$ cat src/rtl/ssec_pkg.sv
// ----------------------------------------------------------------------------
// Sturm count package
// Shared types, constants and single-precision helper functions for the
// Sturm sequence eigenvalue counter.
// ----------------------------------------------------------------------------
package ssec_pkg;

   localparam logic [31:0] FP_ONE      = 32'h3F80_0000;
   localparam logic [31:0] FP_QNAN     = 32'h7FC0_0000;
   localparam logic [31:0] FP_SIGN     = 32'h8000_0000;
   localparam logic [15:0] COUNT_MAX   = 16'hFFFF;
   localparam int          QUEUE_DEPTH = 2;
   localparam int          FP_LATENCY  = 3;
   localparam int          DIV_STEPS   = 7;
   localparam int          DIV_BITS    = 4;
   localparam int          DIV_Q_WIDTH = DIV_STEPS * DIV_BITS;

   typedef struct packed {
      logic               sign;
      logic signed [10:0] exp;
      logic [23:0]        sig;
   } fp_unpacked_type;

   typedef struct packed {
      logic [31:0] diff;
      logic [31:0] square;
      logic        last_row;
   } queue_entry_type;

   typedef enum logic [1:0] {
      F_IDLE,
      F_BUSY,
      F_PUSH
   } front_state_type;

   typedef enum logic [2:0] {
      B_IDLE,
      B_DIVIDE,
      B_ROUND,
      B_SUBTRACT,
      B_UPDATE
   } back_state_type;

   function automatic logic fp_is_nan(logic [31:0] v);
      return (v[30:23] == 8'hFF) && (v[22:0] != 23'd0);
   endfunction

   function automatic logic fp_is_inf(logic [31:0] v);
      return v[30:0] == 31'h7F80_0000;
   endfunction

   function automatic logic fp_is_zero(logic [31:0] v);
      return v[30:0] == 31'd0;
   endfunction

   function automatic logic [4:0] fp_lzc27(logic [26:0] v);
      logic [4:0] n;
      n = 5'd27;
      for (int i = 0; i < 27; i++) begin
         if (v[i]) begin
            n = 5'(26 - i);
         end
      end
      return n;
   endfunction

   // Subnormal inputs are normalised here, so their exponent may drop below one.
   function automatic fp_unpacked_type fp_unpack(logic [31:0] v);
      fp_unpacked_type u;
      logic [4:0]      lz;
      u.sign = v[31];
      if (v[30:23] == 8'd0) begin
         lz    = fp_lzc27({4'd0, v[22:0]}) - 5'd3;
         u.sig = {1'b0, v[22:0]} << lz;
         u.exp = 11'sd1 - $signed({6'd0, lz});
      end else begin
         u.sig = {1'b1, v[22:0]};
         u.exp = $signed({3'd0, v[30:23]});
      end
      return u;
   endfunction

   // Bit 26 of sig carries weight 2^(exp-127); bit 0 is sticky.
   function automatic logic [31:0] fp_round(logic sign, logic signed [10:0] exp,
                                            logic [26:0] sig);
      logic signed [11:0] amt;
      logic [4:0]         sh;
      logic [58:0]        wide;
      logic [26:0]        s;
      logic               st;
      logic               up;
      logic [24:0]        mant;
      logic [9:0]         ebase;
      logic [32:0]        total;
      if (exp <= 11'sd0) begin
         amt   = 12'sd1 - {exp[10], exp};
         sh    = (amt > 12'sd31) ? 5'd31 : amt[4:0];
         ebase = 10'd0;
      end else begin
         amt   = 12'sd0;
         sh    = 5'd0;
         ebase = exp[9:0] - 10'd1;
      end
      wide  = {sig, 32'd0} >> sh;
      s     = wide[58:32];
      st    = |wide[31:0];
      up    = s[2] & (s[3] | s[1] | s[0] | st);
      mant  = {1'b0, s[26:3]} + {24'd0, up};
      total = {ebase, 23'd0} + {8'd0, mant};
      if (total[32:23] >= 10'd255) begin
         return {sign, 8'hFF, 23'd0};
      end
      return {sign, total[30:0]};
   endfunction

endpackage

$ cat src/rtl/ssec_fp_add.sv
// ----------------------------------------------------------------------------
// Single-precision adder
// Three-stage pipelined IEEE single adder with round to nearest even:
// alignment, addition with leading-zero count, then normalisation and rounding.
// ----------------------------------------------------------------------------
module ssec_fp_add
   import ssec_pkg::*;
(
   input  logic        clock,
   input  logic [31:0] a,
   input  logic [31:0] b,
   output logic [31:0] result
);

   fp_unpacked_type    ua;
   fp_unpacked_type    ub;
   fp_unpacked_type    big;
   fp_unpacked_type    little;
   logic               a_big;
   logic signed [10:0] exp_gap;
   logic [4:0]         sh;
   logic [58:0]        wide;
   logic [26:0]        ma_in, mb_in;
   logic               spec_in;
   logic [31:0]        spec_bits_in;

   logic [26:0]        ma_ff, mb_ff;
   logic               sub_ff, sign_ff, spec_ff;
   logic signed [10:0] exp_ff;
   logic [31:0]        spec_bits_ff;

   logic [27:0]        sum_in;
   logic [4:0]         lz_in;
   logic [27:0]        sum_ff;
   logic [4:0]         lz_ff;
   logic               sign2_ff, spec2_ff;
   logic signed [10:0] exp2_ff;
   logic [31:0]        spec_bits2_ff;

   logic [31:0]        result_in;
   logic [31:0]        result_ff;

   always_comb begin
      ua      = fp_unpack(a);
      ub      = fp_unpack(b);
      a_big   = (ua.exp > ub.exp) || ((ua.exp == ub.exp) && (ua.sig >= ub.sig));
      big     = a_big ? ua : ub;
      little  = a_big ? ub : ua;
      exp_gap = big.exp - little.exp;
      sh      = (exp_gap > 11'sd31) ? 5'd31 : exp_gap[4:0];
      wide    = {little.sig, 3'd0, 32'd0} >> sh;
      ma_in   = {big.sig, 3'd0};
      mb_in   = wide[58:32] | {26'd0, |wide[31:0]};
      spec_in      = 1'b1;
      spec_bits_in = FP_QNAN;
      if (fp_is_nan(a) || fp_is_nan(b)) begin
         spec_bits_in = FP_QNAN;
      end else if (fp_is_inf(a) && fp_is_inf(b) && (a[31] != b[31])) begin
         spec_bits_in = FP_QNAN;
      end else if (fp_is_inf(a)) begin
         spec_bits_in = a;
      end else if (fp_is_inf(b)) begin
         spec_bits_in = b;
      end else if (fp_is_zero(a) && fp_is_zero(b)) begin
         spec_bits_in = {a[31] & b[31], 31'd0};
      end else if (fp_is_zero(a)) begin
         spec_bits_in = b;
      end else if (fp_is_zero(b)) begin
         spec_bits_in = a;
      end else begin
         spec_in = 1'b0;
      end
   end

   always_ff @(posedge clock) begin
      ma_ff        <= ma_in;
      mb_ff        <= mb_in;
      sub_ff       <= big.sign ^ little.sign;
      sign_ff      <= big.sign;
      exp_ff       <= big.exp;
      spec_ff      <= spec_in;
      spec_bits_ff <= spec_bits_in;
   end

   always_comb begin
      if (sub_ff) begin
         sum_in = {1'b0, ma_ff} - {1'b0, mb_ff};
      end else begin
         sum_in = {1'b0, ma_ff} + {1'b0, mb_ff};
      end
      lz_in = fp_lzc27(sum_in[26:0]);
   end

   always_ff @(posedge clock) begin
      sum_ff        <= sum_in;
      lz_ff         <= lz_in;
      sign2_ff      <= sign_ff;
      exp2_ff       <= exp_ff;
      spec2_ff      <= spec_ff;
      spec_bits2_ff <= spec_bits_ff;
   end

   always_comb begin
      if (spec2_ff) begin
         result_in = spec_bits2_ff;
      end else if (sum_ff == 28'd0) begin
         result_in = 32'd0;
      end else if (sum_ff[27]) begin
         result_in = fp_round(sign2_ff, exp2_ff + 11'sd1,
                              {sum_ff[27:2], sum_ff[1] | sum_ff[0]});
      end else begin
         result_in = fp_round(sign2_ff, exp2_ff - $signed({6'd0, lz_ff}),
                              sum_ff[26:0] << lz_ff);
      end
   end

   always_ff @(posedge clock) begin
      result_ff <= result_in;
   end

   assign result = result_ff;

endmodule

$ cat src/rtl/ssec_front.sv
// ----------------------------------------------------------------------------
// Sturm count front end
// Accepts one row, forms diag - shift and coupling squared in parallel
// pipelines, then hands the pair to the queue.
// ----------------------------------------------------------------------------
module ssec_front
   import ssec_pkg::*;
(
   input  logic            clock,
   input  logic            reset,
   input  logic            req_valid,
   output logic            req_ready,
   input  logic [31:0]     req_diag_value,
   input  logic [31:0]     req_coupling_value,
   input  logic [31:0]     req_shift,
   input  logic            req_last_row,
   output logic            push_valid,
   input  logic            push_ready,
   output queue_entry_type push_data
);

   localparam int WAIT_W = $clog2(FP_LATENCY);

   front_state_type    state_ff, state_in;
   logic [WAIT_W-1:0]  wait_ff, wait_in;
   logic [31:0]        diag_ff, shift_ff, coupling_ff;
   logic               last_ff;
   logic [31:0]        diff;

   fp_unpacked_type    uc;
   logic [23:0]        msig_ff;
   logic signed [10:0] mexp_ff, mexp2_ff;
   logic               mspec_ff, mspec2_ff;
   logic [31:0]        mspec_bits_in, mspec_bits_ff, mspec_bits2_ff;
   logic [47:0]        prod_ff;
   logic [31:0]        square_in, square_ff;

   ssec_fp_add u_sub (
      .clock  (clock),
      .a      (diag_ff),
      .b      (shift_ff ^ FP_SIGN),
      .result (diff)
   );

   always_ff @(posedge clock) begin
      if (req_valid && req_ready) begin
         diag_ff     <= req_diag_value;
         shift_ff    <= req_shift;
         coupling_ff <= req_coupling_value;
         last_ff     <= req_last_row;
      end
   end

   always_comb begin
      uc = fp_unpack(coupling_ff);
      if (fp_is_nan(coupling_ff)) begin
         mspec_bits_in = FP_QNAN;
      end else if (fp_is_inf(coupling_ff)) begin
         mspec_bits_in = 32'h7F80_0000;
      end else begin
         mspec_bits_in = 32'd0;
      end
   end

   always_ff @(posedge clock) begin
      msig_ff        <= uc.sig;
      mexp_ff        <= (uc.exp <<< 1) - 11'sd127;
      mspec_ff       <= fp_is_nan(coupling_ff) || fp_is_inf(coupling_ff)
                        || fp_is_zero(coupling_ff);
      mspec_bits_ff  <= mspec_bits_in;
      prod_ff        <= msig_ff * msig_ff;
      mexp2_ff       <= mexp_ff;
      mspec2_ff      <= mspec_ff;
      mspec_bits2_ff <= mspec_bits_ff;
   end

   always_comb begin
      if (mspec2_ff) begin
         square_in = mspec_bits2_ff;
      end else if (prod_ff[47]) begin
         square_in = fp_round(1'b0, mexp2_ff + 11'sd1, {prod_ff[47:22], |prod_ff[21:0]});
      end else begin
         square_in = fp_round(1'b0, mexp2_ff, {prod_ff[46:21], |prod_ff[20:0]});
      end
   end

   always_ff @(posedge clock) begin
      square_ff <= square_in;
   end

   always_ff @(posedge clock) begin
      if (reset) begin
         state_ff <= F_IDLE;
         wait_ff  <= '0;
      end else begin
         state_ff <= state_in;
         wait_ff  <= wait_in;
      end
   end

   always_comb begin
      state_in   = state_ff;
      wait_in    = wait_ff;
      req_ready  = 1'b0;
      push_valid = 1'b0;
      unique case (state_ff)
         F_IDLE: begin
            req_ready = 1'b1;
            wait_in   = '0;
            if (req_valid) begin
               state_in = F_BUSY;
            end
         end
         F_BUSY: begin
            wait_in = wait_ff + 1'b1;
            if (wait_ff == WAIT_W'(FP_LATENCY - 1)) begin
               state_in = F_PUSH;
            end
         end
         F_PUSH: begin
            push_valid = 1'b1;
            if (push_ready) begin
               state_in = F_IDLE;
            end
         end
         default: begin
            state_in = F_IDLE;
         end
      endcase
   end

   assign push_data = '{diff: diff, square: square_ff, last_row: last_ff};

endmodule

$ cat config.mk
export PLATFORM = sky130hd
export DESIGN_NAME = ssec_front
export DESIGN_NICKNAME = d
export VERILOG_FILES = /design/src/rtl/ssec_pkg.sv /design/src/rtl/ssec_fp_add.sv /design/src/rtl/ssec_front.sv
export SDC_FILE = /design/constraint.sdc
export NUM_CORES = 2
export LEC_CHECK = 0
export BUFFER_PORTS_ARGS = -buffer_cell sky130_fd_sc_hd__buf_4
export CAP_MARGIN = 15
export CORE_MARGIN = 2
export CORE_UTILIZATION = 55
export DETAILED_ROUTE_END_ITERATION = 8
export PLACE_DENSITY = 0.82
export SLEW_MARGIN = 20
export SYNTH_ARGS = -nofsm -noshare
export SYNTH_HDL_FRONTEND = slang
export SYNTH_SLANG_ARGS = --single-unit
export TNS_END_PERCENT = 5
$ cat constraint.sdc
create_clock -name clock -period 24.3 [get_ports clock]
set_clock_uncertainty 0.1 [all_clocks]
set_input_delay 3.645 -clock clock [delete_from_list [all_inputs] [get_ports clock]]
set_output_delay 3.645 -clock clock [all_outputs]
set_load 0.02 [all_outputs]
==> flow_summary_export.csv <==
group,metric,value,unit
setup_path,reg2reg_to,"u_sub.mb_ff[0]$_DFF_P_",
synth,synthTopCellsByArea,"fa_1, dfxtp_1, ha_1",
timing,period_needed,13.02,ns
detailed_routing,wl_met3,14.6,mm
setup_path,worstSetupStartpointType,"register",
setup_path,crit_arrival,13.47,ns
placement,gp_congestion,1.02,
placement,hpwl,118,mm
cells_and_area,drive_gt1_frac,0.0818,
setup_path,cp.required,24.74,ns
synth,synthSimpleGateAreaFrac,0.184,
global_route,grt_antenna_before_repair,3,
clocking,cts_tree,"built",
detailed_routing,routed_via_density,6.25,
placement,io_buffers,165,
setup_path,cpMostUsedCell,"ha_1",
setup_path,critPathKind,"register to register",
cells_and_area,area_delta_synth_final,7.06,%
clocking,cts_setup_buffers,0,
clocking,path_clk_slew,0.06,ns
clocking,cts_resized,0,
timing,hold_viol_final,0,
min_path,min_to,"u_sub.spec_bits2_ff[11]$_DFF_P_",
timing,clock.fmax,0.0768,GHz
timing,fin_crit_sh,0.536,
floorplan,start_util,0.555,
synth,synth_cell_types,121,
timing,rsz0062_at_grt,"no",
setup_path,rr_worst_depth,34,
detailed_routing,first_pass_iters,6,
clocking,root_buffer,"clkbuf_16",
cells_and_area,nFillCells,7781,
clocking,clk_latency,0.68,ns
detailed_routing,via_count,45000,
timing,final.setup.tns,0,ns
min_path,min_path_cells,0,
clocking,cts_hold_buf,0,
synth,syn_inst,6013,
cells_and_area,nets,6789,
clocking,htree_levels,2,
detailed_routing,drt_iter0_markers,5032,
setup_path,r2r-start,"diag_ff[11]$_DFFE_PP_",
detailed_routing,wl_met2,68.9,mm
cells_and_area,multi_input_area,0.0363,sq mm
floorplan,rows,110,
floorplan,die_y,305,microns
timing,slew_viol_final,0,
floorplan,dieArea,0.0930,sq mm
setup_path,crit_slowest_cell,"ha_1",
setup_path,worstPathMaxFanout,38,
synth,synth_top_family_by_area,"adder cells",
synth,synth_area_per_cell,8.29,sq um
timing,timing.slew.headroom,0.273,
synth,synthAdderAreaFrac,0.243,
clocking,cts_made_buffers,47,
synth,synthXorXnorAreaFrac,0.0414,
floorplan,io_pins,168,
floorplan,core,0.0899,sq mm
detailed_routing,wl_per_cell,21.3,microns
global_route,grt_start_max_net_pins,70,
floorplan,die_x,305,microns
detailed_routing,ant_nets,0,
synth,ys_warn_count,0,
setup_path,endpoint_kind,"register",
clocking,clock-sinks,429,
synth,synth_flop_cell,"dfxtp_1",
synth,muxShareOfSynthArea,0.0783,
min_path,hp-start,"u_sub.spec_bits_ff[11]$_SDFF_PP0_",
synth,ys_top_cells_by_count,"inv_1, nand2_1, nor2_1",
synth,synth-compound-area-share,0.181,
synth,async_flop_share,0,
min_path,hold_path.class,"register to register",
detailed_routing,drc,0,
job,cap_violations,0,
detailed_routing,wl_met1,59.9,mm
global_route,grt_pass1_vias,44300,
setup_path,cp_slowest_stage_delay,0.95,ns
detailed_routing,routed_wl,153,mm
global_route,grt_pass1_wl,242,mm
global_route,grt_usage,0.326,
timing,worst_slew_pin_slew,1.08,ns
outcome,status,"completed",
setup_path,r2r_setup_slack,11.28,ns
cells_and_area,final_util,0.594,
synth,yosysTopAreaCell,"fa_1",
synth,synth_most_common_cell,"inv_1",
clocking,clk_path_buf_depth,3,
synth,ys_seq_area_frac,0.192,
global_route,gr-total-overflow,0,
cells_and_area,seqCellArea,0.00955,sq mm
synth,syn_area,0.0498,sq mm
timing,finalSetupViolations,0,
synth,ys_ff_latch,429,
synth,synth_top_cell_area_share,0.171,
detailed_routing,routed.top_layer,"met5",
synth,synth-edff-count,96,
cell usage in the layout (no fill, tap or decap), types with 46 or more instances in the layout:
master,instances
and2_1,195
inv_1,692
a22oi_1,61
edfxtp_1,96
a211oi_1,103
nand2_1,569
nor2_1,505
xnor2_1,153
mux2i_1,283
nor4_1,53
clkbuf_16,47
xor2_1,73
a21oi_1,312
buf_4,239
nor3_1,154
ha_1,287
o22ai_1,60
dfxtp_1,333
nand3_1,127
fa_1,425
a31oi_1,46
o21ai_0,260
a21o_1,58
critical path, delay by kind of cell (launching register included):
kind	cells	cell delay, ns
buffers and inverters	3	1.16
DFF	1	0.59
muxes	1	0.20
adders and majority gates	4	1.96
and+or+nand+nor	11	2.88
AOI/OAI and AO/OA	15	5.91
per-layer routing:
metal  up-vias  global-route usage
met5         -                   0
met4         6               0.174
met3       507              0.0609
met2      2392               0.524
met1     21400               0.416
li1      20700                   -
metrics by stage:
| step | hold slack [ns] | setup WS [ns] | cell area, sq um | instances |
|---|---|---|---|---|
| global route | 0.229 | 10.31 | 53400 | 7191 |
| finish | 0.217 | 11.28 | 53400 | 7192 |
| CTS | 0.221 | 11.52 | 53300 | 7191 |
| floorplan | 0.210 | 14.44 | 49800 | 6014 |
| detailed placement | 0.212 | 11.57 | 51800 | 7103 |
| global placement | 0.212 | 11.61 | 51800 | 7103 |
worst max-delay path by stage:
stage	to	depth (start not counted)	startpoint
after floorplan	u_sub.mb_ff[0]$_DFF_P_	41	shift_ff[3]$_DFFE_PP_
after global placement	u_sub.mb_ff[0]$_DFF_P_	38	shift_ff[3]$_DFFE_PP_
after detailed placement	u_sub.mb_ff[0]$_DFF_P_	39	shift_ff[3]$_DFFE_PP_
after CTS	u_sub.mb_ff[0]$_DFF_P_	39	shift_ff[3]$_DFFE_PP_
after global routing	u_sub.mb_ff[0]$_DFF_P_	38	shift_ff[4]$_DFFE_PP_
final	u_sub.mb_ff[0]$_DFF_P_	34	diag_ff[11]$_DFFE_PP_
cell families (layout without fill, tap and decap cells):
group,Yosys count,count (layout)
buf+inv,1025,1026
other cells,1,3
xor+xnor,231,231
mux,346,346
simple gates,1920,1920
flops,429,429
fa+ha+maj,712,712
compound gates,1349,1349
registers in the layout (all words and copies together) (netlist names), 24 cells and up:
name,cells
u_sub.ma_ff,24
u_sub.sum_ff,28
prod_ff,47
u_sub.mb_ff,27
u_sub.result,32
shift_ff,32
u_sub.spec_bits2_ff,32
diag_ff,32
u_sub.spec_bits_ff,32
msig_ff,24
square_ff,31
coupling_ff,31
cell type report:
cell class,count,share of cell area
multi-input cells,4560,0.681
well taps,1176,0.0276
clock inverters,30,0.00591
flip-flops and latches,429,0.179
diodes,1,0.0000469
inverters,699,0.0492
clock buffers,58,0.0240
repair buffers,239,0.0336
Power is left out: the tool's default activity adds up to more than one toggle a clock period on the data nets, which glitch-free logic cannot reach.
