File: src/rtl/ssec_pkg.sv
// ----------------------------------------------------------------------------
// Sturm count package
// Shared types, constants and single-precision helper functions for the
// Sturm sequence eigenvalue counter.
// ----------------------------------------------------------------------------
package ssec_pkg;

   localparam logic [31:0] FP_ONE      = 32'h3F80_0000;
   localparam logic [31:0] FP_QNAN     = 32'h7FC0_0000;
   localparam logic [31:0] FP_SIGN     = 32'h8000_0000;
   localparam logic [15:0] COUNT_MAX   = 16'hFFFF;
   localparam int          QUEUE_DEPTH = 2;
   localparam int          FP_LATENCY  = 3;
   localparam int          DIV_STEPS   = 7;
   localparam int          DIV_BITS    = 4;
   localparam int          DIV_Q_WIDTH = DIV_STEPS * DIV_BITS;

   typedef struct packed {
      logic               sign;
      logic signed [10:0] exp;
      logic [23:0]        sig;
   } fp_unpacked_type;

   typedef struct packed {
      logic [31:0] diff;
      logic [31:0] square;
      logic        last_row;
   } queue_entry_type;

   typedef enum logic [1:0] {
      F_IDLE,
      F_BUSY,
      F_PUSH
   } front_state_type;

   typedef enum logic [2:0] {
      B_IDLE,
      B_DIVIDE,
      B_ROUND,
      B_SUBTRACT,
      B_UPDATE
   } back_state_type;

   function automatic logic fp_is_nan(logic [31:0] v);
      return (v[30:23] == 8'hFF) && (v[22:0] != 23'd0);
   endfunction

   function automatic logic fp_is_inf(logic [31:0] v);
      return v[30:0] == 31'h7F80_0000;
   endfunction

   function automatic logic fp_is_zero(logic [31:0] v);
      return v[30:0] == 31'd0;
   endfunction

   function automatic logic [4:0] fp_lzc27(logic [26:0] v);
      logic [4:0] n;
      n = 5'd27;
      for (int i = 0; i < 27; i++) begin
         if (v[i]) begin
            n = 5'(26 - i);
         end
      end
      return n;
   endfunction

   // Subnormal inputs are normalised here, so their exponent may drop below one.
   function automatic fp_unpacked_type fp_unpack(logic [31:0] v);
      fp_unpacked_type u;
      logic [4:0]      lz;
      u.sign = v[31];
      if (v[30:23] == 8'd0) begin
         lz    = fp_lzc27({4'd0, v[22:0]}) - 5'd3;
         u.sig = {1'b0, v[22:0]} << lz;
         u.exp = 11'sd1 - $signed({6'd0, lz});
      end else begin
         u.sig = {1'b1, v[22:0]};
         u.exp = $signed({3'd0, v[30:23]});
      end
      return u;
   endfunction

   // Bit 26 of sig carries weight 2^(exp-127); bit 0 is sticky.
   function automatic logic [31:0] fp_round(logic sign, logic signed [10:0] exp,
                                            logic [26:0] sig);
      logic signed [11:0] amt;
      logic [4:0]         sh;
      logic [58:0]        wide;
      logic [26:0]        s;
      logic               st;
      logic               up;
      logic [24:0]        mant;
      logic [9:0]         ebase;
      logic [32:0]        total;
      if (exp <= 11'sd0) begin
         amt   = 12'sd1 - {exp[10], exp};
         sh    = (amt > 12'sd31) ? 5'd31 : amt[4:0];
         ebase = 10'd0;
      end else begin
         amt   = 12'sd0;
         sh    = 5'd0;
         ebase = exp[9:0] - 10'd1;
      end
      wide  = {sig, 32'd0} >> sh;
      s     = wide[58:32];
      st    = |wide[31:0];
      up    = s[2] & (s[3] | s[1] | s[0] | st);
      mant  = {1'b0, s[26:3]} + {24'd0, up};
      total = {ebase, 23'd0} + {8'd0, mant};
      if (total[32:23] >= 10'd255) begin
         return {sign, 8'hFF, 23'd0};
      end
      return {sign, total[30:0]};
   endfunction

endpackage

File: src/rtl/ssec_queue.sv
// ----------------------------------------------------------------------------
// Sturm count queue
// Small first-in first-out buffer between the front end and the pivot unit.
// ----------------------------------------------------------------------------
module ssec_queue
   import ssec_pkg::*;
#(
   parameter int DEPTH = QUEUE_DEPTH
) (
   input  logic            clock,
   input  logic            reset,
   input  logic            wr_valid,
   output logic            wr_ready,
   input  queue_entry_type wr_data,
   output logic            rd_valid,
   input  logic            rd_ready,
   output queue_entry_type rd_data
);

   localparam int AW = (DEPTH > 1) ? $clog2(DEPTH) : 1;

   queue_entry_type entries_ff [DEPTH];
   logic [AW-1:0]   wr_ptr_ff, rd_ptr_ff;
   logic [AW:0]     fill_ff;
   logic            push, pop;

   assign wr_ready = fill_ff != (AW + 1)'(DEPTH);
   assign rd_valid = fill_ff != '0;
   assign push     = wr_valid && wr_ready;
   assign pop      = rd_valid && rd_ready;
   assign rd_data  = entries_ff[rd_ptr_ff];

   always_ff @(posedge clock) begin
      if (push) begin
         entries_ff[wr_ptr_ff] <= wr_data;
      end
   end

   always_ff @(posedge clock) begin
      if (reset) begin
         wr_ptr_ff <= '0;
         rd_ptr_ff <= '0;
         fill_ff   <= '0;
      end else begin
         if (push) begin
            wr_ptr_ff <= (wr_ptr_ff == AW'(DEPTH - 1)) ? '0 : wr_ptr_ff + 1'b1;
         end
         if (pop) begin
            rd_ptr_ff <= (rd_ptr_ff == AW'(DEPTH - 1)) ? '0 : rd_ptr_ff + 1'b1;
         end
         if (push && !pop) begin
            fill_ff <= fill_ff + 1'b1;
         end else if (pop && !push) begin
            fill_ff <= fill_ff - 1'b1;
         end
      end
   end

endmodule

File: config.mk
export PLATFORM = sky130hd
export DESIGN_NAME = ssec_queue
export DESIGN_NICKNAME = d
export VERILOG_FILES = /design/src/rtl/ssec_pkg.sv /design/src/rtl/ssec_queue.sv
export SDC_FILE = /design/constraint.sdc
export NUM_CORES = 1
export LEC_CHECK = 0
export BUFFER_PORTS_ARGS = -buffer_cell sky130_fd_sc_hd__buf_4
export CORE_MARGIN = 2
export CORE_UTILIZATION = 52
export DETAILED_ROUTE_END_ITERATION = 6
export PLACE_DENSITY_LB_ADDON = 0.15
export SLEW_MARGIN = 25
export SYNTH_ARGS = -nofsm -noshare
export SYNTH_HDL_FRONTEND = slang
export SYNTH_SLANG_ARGS = --single-unit
File: constraint.sdc
create_clock -name clock -period 3.7 [get_ports clock]
set_input_delay 0.555 -clock clock [delete_from_list [all_inputs] [get_ports clock]]
set_output_delay 0.555 -clock clock [all_outputs]
set_load 0.01 [all_outputs]
==> reports/metrics.yaml, run 1 <==
clock_network:
  worstSkewPairLatency_ns: 0.50
  cts_sinks: 135
  clock_tree.htree_level_count: 4
  tritoncts_clock_tree: "yes"
  clk_pin_slew_worst_paths_ns: 0.06
  tritoncts.num_buffers: 17
  cts_hold_buffers: 0
  cts_repair_resize_count: 0
  clock-root-buffer: "clkbuf_8"
  cts_buffer_depth: 2
  number_of_setup_buffers_added_after_cts: 0
timing:
  timing.fmax_mhz: 367
  final_critical_path_setup_slack_ns: 0.976
  final_slew_viol_count: 0
  fin_worst_hold_slack_ns: 0.234
  setup_tns_ns: 0
  period_minus_slack_ns: 2.72
  finalSetupViolations: 0
  finalHoldViolCount: 0
  final_min_period_over_clock_period: 0.736
  slew-limit-headroom: 0.442
  setup_repair_after_global_routing_missed_its_margin: "false"
  timing_worst_slew_pin_value_ns: 0.837
  finClkSkew_ns: 0.00779
die:
  start_util: 0.536
  die_area_um2: 10300
  ioPinCount: 136
  die-width_um: 101
  floorplan.die.height_um: 101
  row_count: 35
  core_region_area_um2: 9200
worst_hold_path:
  worst_hold_startpoint: "wr_data[41]"
  worstHoldEndpoint: "entries_ff[0][41]"
  min-delay-path-class: "input pin to flop"
  hold-path-cell-count: 1
final_layout:
  final_net_count: 448
  most-common-layout-cells: "139 x buf_4, 130 x edfxtp_1, 65 x mux2_2"
  drive_above_1_share: 0.612
  filler_cell_count: 601
  layout.area.seq_um2: 4010
  post-route-util: 0.724
  layout_commonest_cell: "buf_4"
  antennaDiodeCount: 0
  multi_input_area_um2: 852
  area_growth_syn_to_layout_pct: 35.2
placement:
  detailedPlace.worstSlack_ns: 1.48
  port_buffers: 135
  hpwlAfterDp_mm: 5.48
  globalplace.congestion: 0.708
global_route:
  grt_first_pass_wirelength_mm: 12.7
  number_of_global_route_vias_before_repair: 2657
  grt.total_usage: 0.168
  grt_start_max_net_pins: 38
  number_of_antenna_violations_at_the_first_check_in_global_routing: 0
  gr-total-overflow: 0
drt:
  vias: 2540
  vias_per_cell: 5.08
  drtPass1Iterations: 4
  wl_per_cell_um: 16.9
  route.detailed.drc: 0
  total_wire_length_after_detailed_routing_mm: 8.43
  postRouteAntennaNets: 0
  first_iter_violations: 81
synth:
  netlist-cell-type-count: 19
  syn_nets: 296
  synthesis.area_um2: 4930
  synth.top_cell.area_share: 0.792
  synth_edf_count: 130
  post_synth_fa_ha_maj_area_fraction: 0.00254
  synth_simple_gate_area_share: 0.0102
  ys_async_sr_fraction: 0
  netlist_instances: 226
  synth-seq-area-share: 0.813
  synth-warning-count: 0
  largest_family_of_logic_cells_by_synthesized_area: "multiplexers"
  syn-mean-instance-area_um2: 21.8
  main_area_contributors_after_synthesis: "edfxtp_1 79%, mux2_2 15%, dfxtp_1 2.0%"
  synth-main-ff-cell: "edfxtp_1"
  flops_latches_synth: 135
  synth_compound_area_frac: 0.00609
  synth_xor_area_frac: 0.00533
  yosys-mux-area-fraction: 0.149
  yosys.area.top_type: "edfxtp_1"
critical_path:
  regToRegEndpoint: "entries_ff[1][53]"
  critical_path.max_fanout: 37
  ff2ff_path_depth: 3
  worst_setup_path_end_kind: "output pin"
  crit_path_required_time_ns: 3.14
  regToRegStartpoint: "fill_ff[0]"
  r2r_slack_ns: 1.59
  crit_arrival_ns: 2.17
  timing_worst_setup_path_type: "flop to output pin"
  critical_path.startpoint_type: "flop"
power:
  p_leak_uw: 0.00251
  power.density_nw_per_um2: 718
  vdd.ir_drop.worst_uv: 454
job:
  maxCapViolCount: 0
run_status:
  run_status: "finished, final reports clean"
==> synth_stat cells (2+ instances only) <==
| cell | count |
|---|---|
| edfxtp_1 | 130 |
| xor2_1 | 3 |
| mux2_2 | 65 |
| dfxtp_1 | 5 |
| buf_6 | 5 |
| a21oi_1 | 2 |
| nor2_1 | 3 |
| o21ai_0 | 2 |
==> stage by stage <==
| stage | std cells | instance area [µm²] | total power [µW] |
|---|---|---|---|
| after floorplan | 226 | 4930 | 2650 |
| after global placement | 470 | 6060 | 3130 |
| after detailed placement | 470 | 6060 | 3160 |
| after CTS | 500 | 6660 | 4840 |
| after global routing | 500 | 6660 | 4980 |
| final | 500 | 6660 | 4780 |
==> area by class of cell <==
class	instances	area share
sequential	135	0.601
timing repair buffer	140	0.160
multi-input combinational	83	0.128
clock buffer	18	0.0627
clock inverter	12	0.0269
tap	111	0.0209
inverter	1	0.000564
==> state kept, by name, indices dropped and copies added, names as in the netlist, named ones only <==
register	count
fill_ff	2
entries_ff	130
rd_ptr_ff	1
wr_ptr_ff	1
==> metal layers <==
layer	vias up	track usage	share of wire	routed length, µm
li1	1199	-	-	-
met1	1248	0.199	0.40	3370
met2	85	0.279	0.52	4360
met3	8	0.0587	0.067	567
met4	0	0.0790	0.015	127
met5	-	0	0	0
==> report_power, final <==
part | switching [µW] | internal (µW) | leakage, µW | total [µW]
registers | 91.9 | 1910 | 0.00126 | 2000
logic | 495 | 607 | 0.000973 | 1100
clock network | 589 | 1090 | 0.000285 | 1680
total | 1180 | 3610 | 0.00251 | 4780
==> worst max-delay path, stage by stage (launching register included) <==
cell and delay (ns):
dfxtp_2 0.80, buf_12 0.30, mux2_2 0.38, buf_4 0.15
==> worst max path at each step <==
stage	from	to	slack, ns	cells after the start
finish	flop	rd_data[17]	0.98	3
global route	flop	rd_data[50]	0.86	3
CTS	flop	rd_data[23]	0.92	3
detailed placement	flop	rd_data[23]	1.48	3
global placement	flop	rd_data[50]	1.48	3
floorplan	fill_ff[0]	entries_ff[1][0]	1.05	2
==> logic make-up after synthesis <==
group,count (synthesis)
AOI/OAI and AO/OA,5
xor gates and xnor gates,3
adders and majority gates,1
buffers and inverters,8
DFF,135
muxes,65
and+or+nand+nor,9
(Power assumes the default switching activity.)
==> run 2: changes to the inputs <==
CORE_UTILIZATION = 47   (was 52)
clock period = 2.24 ns   (was 3.7 ns; I/O delays follow)
==> reports/metrics.yaml, run 2 (synthesis gave the netlist of run 1 again) <==
run_status:
  run_status: "finished, final reports clean"
critical_path:
  path_cells: "buf_12, mux2_2, buf_4"
  r2r_slack_ns: 0.56  # -1.03 ns
  crit_path_required_time_ns: 1.90  # -1.24 ns
  critical_path.startpoint_type: "flop"
  crit_buf_inv: 2  # unchanged
  crit_family: "buffers and inverters"
  regToRegStartpoint: "fill_ff[0]"
  critical_path.slowest_cell: "mux2_2"
  timing_worst_setup_path_type: "flop to output pin"
  critical-path-max-stage-delay_ns: 0.38  # -0.42 ns
  ff2ff_path_depth: 4  # +1
  critical_path.max_fanout: 44  # +19%
  worst_setup_path_end_kind: "output pin"
  regToRegEndpoint: "entries_ff[0][11]"
  crit_arrival_ns: 1.68  # -0.49 ns
timing:
  fin_worst_hold_slack_ns: 0.160  # -0.0738 ns
  setup_repair_after_global_routing_missed_its_margin: "false"
  timing.fmax_mhz: 495
  final_slew_viol_count: 0  # unchanged
  setup_tns_ns: 0  # unchanged
  finalHoldViolCount: 0  # unchanged
  slew-limit-headroom: 0.673  # +0.231
  period_minus_slack_ns: 2.02
  finalSetupViolations: 0  # unchanged
  final_min_period_over_clock_period: 0.902
  finClkSkew_ns: 0.00811  # +0.000318 ns
  timing_worst_slew_pin_value_ns: 0.491  # -0.346 ns
final_layout:
  biggestRegsByFlops: "entries_ff (130), fill_ff (2)"
  largest_register: "entries_ff"
  drive_above_1_share: 0.530  # -0.0823
  largest_register_ffs: 130  # unchanged
  post-route-util: 0.723  # -0.00146
  area_growth_syn_to_layout_pct: 50.1
  antennaDiodeCount: 0  # unchanged
  final_net_count: 515  # +15%
  layout_commonest_cell: "buf_4"
  most-common-layout-cells: "139 x buf_4, 130 x edfxtp_1, 66 x dlygate4sd3_1"
clock_network:
  tritoncts.num_buffers: 17  # unchanged
  tritoncts_clock_tree: "yes"
  clk_pin_slew_worst_paths_ns: 0.06  # about the same
  clock_tree.htree_level_count: 4  # unchanged
  cts_sinks: 135  # unchanged
  clock-root-buffer: "clkbuf_8"
  worstSkewPairLatency_ns: 0.51  # about the same
  number_of_setup_buffers_added_after_cts: 0  # unchanged
  cts_buffer_depth: 2  # unchanged
global_route:
  number_of_global_route_vias_before_repair: 2861  # +7.7%
  grt.total_usage: 0.164  # -0.00406
  grt_first_pass_wirelength_mm: 13.7  # +8.0%
  gr-total-overflow: 0  # unchanged
  grt_start_max_net_pins: 45  # +18%
  number_of_antenna_violations_at_the_first_check_in_global_routing: 0  # unchanged
worst_hold_path:
  hold-path-cell-count: 3  # +2
  min-delay-path-class: "input pin to flop"
  worstHoldEndpoint: "wr_ptr_ff"
  worst_hold_startpoint: "wr_valid"
placement:
  port_buffers: 135  # unchanged
  hpwlAfterDp_mm: 5.39  # -1.6%
  globalplace.congestion: 0.673  # -4.8%
die:
  die-width_um: 106  # +5.0%
  start_util: 0.482  # -0.0542
  row_count: 37  # +5.7%
  floorplan.die.height_um: 106  # +5.0%
  ioPinCount: 136  # unchanged
  die_area_um2: 11300  # +10%
  core_region_area_um2: 10200  # +11%
drt:
  route.detailed.drc: 0  # unchanged
  total_wire_length_after_detailed_routing_mm: 9.13  # +8.3%
  postRouteAntennaNets: 0  # unchanged
  vias: 2805  # +10%
  drtPass1Iterations: 4  # unchanged
  wl_per_cell_um: 15.4  # -8.7%
  first_iter_violations: 122  # +51%
  vias_per_cell: 4.73  # -6.9%
power:
  p_leak_uw: 0.00280  # +11%
  vdd.ir_drop.worst_uv: 670  # +48%
  power.density_nw_per_um2: 1100  # +53%
job:
  maxCapViolCount: 0  # unchanged
-- run 2: worst max path at each step --
stage	from	to	slack [ns]	cells past startpoint
after CTS	flop	rd_data[52]	0.19	3
final	flop	rd_data[3]	0.22	3
after detailed placement	fill_ff[0]	entries_ff[0][8]	0.57	4
after global placement	fill_ff[0]	entries_ff[0][8]	0.62	4
after global routing	flop	rd_data[12]	0.14	3
after floorplan	fill_ff[0]	entries_ff[0][0]	0.17	3
-- run 2: power by group --
group	switching, µW	internal (µW)
registers	85.5	3160
clock network	1030	1810
logic	913	1110
-- run 2: final cells by class --
cell class,count,area [µm²]
Multi-Input combinational cell,83,852
Tap cell,136,170
Timing Repair Buffer,207,1740
Clock buffer,17,414
Fill cell,670,2840
Sequential cell,135,4010
Inverter,1,7.51
Clock inverter,14,199
-- run 2: timing repair --
item                                   CTS  global route
hold buffers                            64             2
endpoints found under the hold margin  128             3
setup endpoints to repair                0             0
gates resized for setup                  0             0
-- run 2: stage by stage --
stage               power [µW]  std cells  setup WS (ns)  cell area, µm²
CTS                       8180        591          0.186            7370
floorplan                 4370        226          0.166            4930
global route              8420        593          0.137            7390
global placement          5220        496          0.622            6120
finish                    8100        593          0.220            7390
detailed placement        5240        496          0.569            6120
-- run 2: metal layers --
metal | track usage | share of wire | up-vias
li1 | - | - | 1330
met1 | 0.187 | 0.40 | 1386
met2 | 0.285 | 0.55 | 80
met3 | 0.0589 | 0.049 | 9
met4 | 0.0611 | 0.0088 | 0
met5 | 0 | 0 | -
-- run 2: worst reg2reg max path: cells and delay by family (launching register included) --
family,cells,cell delay [ns]
buffers and inverters,2,0.52
DFF,1,0.40
and+or+nand+nor,2,0.38
==> run 3: changes to the inputs <==
BUFFER_PORTS_ARGS = default   (was -buffer_cell sky130_fd_sc_hd__buf_4)
CORE_UTILIZATION = 55   (was 47)
CTS_BUF_LIST = sky130_fd_sc_hd__clkbuf_4 sky130_fd_sc_hd__clkbuf_8   (was default)
DONT_BUFFER_PORTS = 1   (was default)
==> reports/metrics.yaml, run 3 (synthesis gave the netlist of run 1 again) <==
global_route:
  grt_first_pass_wirelength_mm: 12.7  # -7.3%
  number_of_antenna_violations_at_the_first_check_in_global_routing: 0  # unchanged
  gr-total-overflow: 0  # unchanged
  number_of_global_route_vias_before_repair: 2485  # -13%
  grt.total_usage: 0.176  # +0.0121
  grt_start_max_net_pins: 66  # +47%
critical_path:
  critical_path.max_fanout: 40  # -9.1%
  critical_path.startpoint_type: "flop"
  crit_arrival_ns: 1.63  # -0.05 ns
  worst_setup_path_end_kind: "output pin"
  crit_path_required_time_ns: 1.90  # about the same
  timing_worst_setup_path_type: "flop to output pin"
final_layout:
  multi_input_area_um2: 852  # unchanged
  area_growth_syn_to_layout_pct: 24.1
  antennaDiodeCount: 0  # unchanged
  post-route-util: 0.701  # -0.0216
  largest_register_ffs: 130  # unchanged
  largest_register: "entries_ff"
  final_net_count: 379  # -26%
  layout.area.seq_um2: 4010  # about the same
  filler_cell_count: 561  # -16%
  layout_commonest_cell: "edfxtp_1"
  finalNonFillerCells: 429  # -28%
  most-common-layout-cells: "130 x edfxtp_1, 66 x dlygate4sd3_1, 65 x mux2_2"
  drive_above_1_share: 0.330  # -0.199
  biggestRegsByFlops: "entries_ff (130), fill_ff (2)"
die:
  die-width_um: 98.7  # -7.3%
  floorplan.die.height_um: 98.7  # -7.3%
  row_count: 34  # -8.1%
  start_util: 0.565  # +0.0834
  die_area_um2: 9730  # -14%
  ioPinCount: 136  # unchanged
  core_region_area_um2: 8720  # -15%
timing:
  final_min_period_over_clock_period: 0.880  # -0.0220
  timing.fmax_mhz: 507  # +2.5%
  finalHoldViolCount: 0  # unchanged
  final_critical_path_setup_slack_ns: 0.269  # +0.0492 ns
  setup_repair_after_global_routing_missed_its_margin: "false"
  timing_worst_slew_pin_value_ns: 0.516  # +0.0252 ns
  period_minus_slack_ns: 1.97  # -0.0492 ns
  slew-limit-headroom: 0.656  # -0.0168
  setup_tns_ns: 0  # unchanged
  final_slew_viol_count: 0  # unchanged
  finClkSkew_ns: 0.00972  # +0.00161 ns
  finalSetupViolations: 0  # unchanged
clock_network:
  tritoncts.num_buffers: 17  # unchanged
  cts_repair_resize_count: 0  # unchanged
  number_of_setup_buffers_added_after_cts: 0  # unchanged
  clock_tree.htree_level_count: 4  # unchanged
  cts_buffer_depth: 2  # unchanged
  worstSkewPairLatency_ns: 0.42  # -0.09 ns
  clock-root-buffer: "clkbuf_8"
  cts_sinks: 135  # unchanged
  clk_pin_slew_worst_paths_ns: 0.07  # about the same
  cts_hold_buffers: 66  # +3.1%
  tritoncts_clock_tree: "yes"
drt:
  vias_per_cell: 5.36  # +13%
  drtPass1Iterations: 4  # unchanged
  route.detailed.drc: 0  # unchanged
  postRouteAntennaNets: 0  # unchanged
  total_wire_length_after_detailed_routing_mm: 8.20  # -10%
  wl_per_cell_um: 19.1  # +24%
  vias: 2301  # -18%
  first_iter_violations: 109  # -11%
power:
  internal_pwr_total_uw: 4850  # -20%
  p_leak_uw: 0.00205  # -27%
  power.density_nw_per_um2: 1080  # -1.6%
  power.share.combinational: 0.208  # -0.041
  net_switching_fraction_of_the_power: 0.264  # +0.0139
  clock_power_share: 0.300  # -0.050
  vdd.ir_drop.worst_uv: 746  # +11%
  power_frac_seq: 0.492  # +0.091
  p_switching_uw: 1740  # -14%
run_status:
  run_status: "finished, final reports clean"
worst_hold_path:
  min-delay-path-class: "input pin to flop"
placement:
  hpwlAfterDp_mm: 4.91  # -8.8%
  detailedPlace.worstSlack_ns: 0.536  # -0.0332 ns
  port_buffers: 0  # -100%
  globalplace.congestion: 0.728  # +8.1%
  numPlacedInstances: 332  # -33%
job:
  maxCapViolCount: 0  # unchanged
run 3: path summary, 6_finish.rpt:
path	start	end	slack (ns)	cells after the start
worst max-delay path	flop	rd_data[30]	0.27	2
worst min-delay path	wr_valid	wr_ptr_ff	0.12	2
worst max register to register	fill_ff[0]	fill_ff[1]	0.49	5
worst min register to register	rd_ptr_ff	flop	0.52	2
run 3: power groups by stage:
| stage | registers, µW | logic [µW] | clock network, µW |
|---|---|---|---|
| final | 3240 | 1370 | 1980 |
| after floorplan | 3270 | 1100 | 0 |
| after CTS | 3240 | 1390 | 2020 |
| after global routing | 3270 | 1470 | 2140 |
| after global placement | 3270 | 1240 | 0 |
| after detailed placement | 3300 | 1270 | 0 |
run 3: worst max-delay path, cell delays in order, from the launching register on:
cell and delay, ns:
dfxtp_2 0.33, buf_4 0.44, mux2_2 0.44
run 3: metrics by stage:
| stage | total power (µW) | hold WS, ns | cell area (µm²) |
|---|---|---|---|
| 3_3_place_gp | 4510 | 0.406 | 5050 |
| 6_report | 6590 | 0.120 | 6110 |
| 2_1_floorplan | 4370 | 0.405 | 4930 |
| 4_1_cts | 6660 | 0.0919 | 6110 |
| 5_1_grt | 6880 | 0.101 | 6110 |
| 3_5_place_dp | 4570 | 0.407 | 5050 |
run 3: cell type report:
type / count / share of cell area
repair buffers: 71 / 0.116
clock buffers: 19 / 0.0407
clock inverters: 12 / 0.0254
well taps: 108 / 0.0221
flip-flops and latches: 135 / 0.655
inverters: 1 / 0.00123
multi-input cells: 83 / 0.139
run 3: layer usage:
layer  track usage  routed length (µm)  vias to the layer above
met4        0.0822                 165                        0
met5             0                   0                        -
met1         0.187                3100                     1145
li1              -                   -                     1058
met2         0.304                4360                       86
met3        0.0759                 578                       12
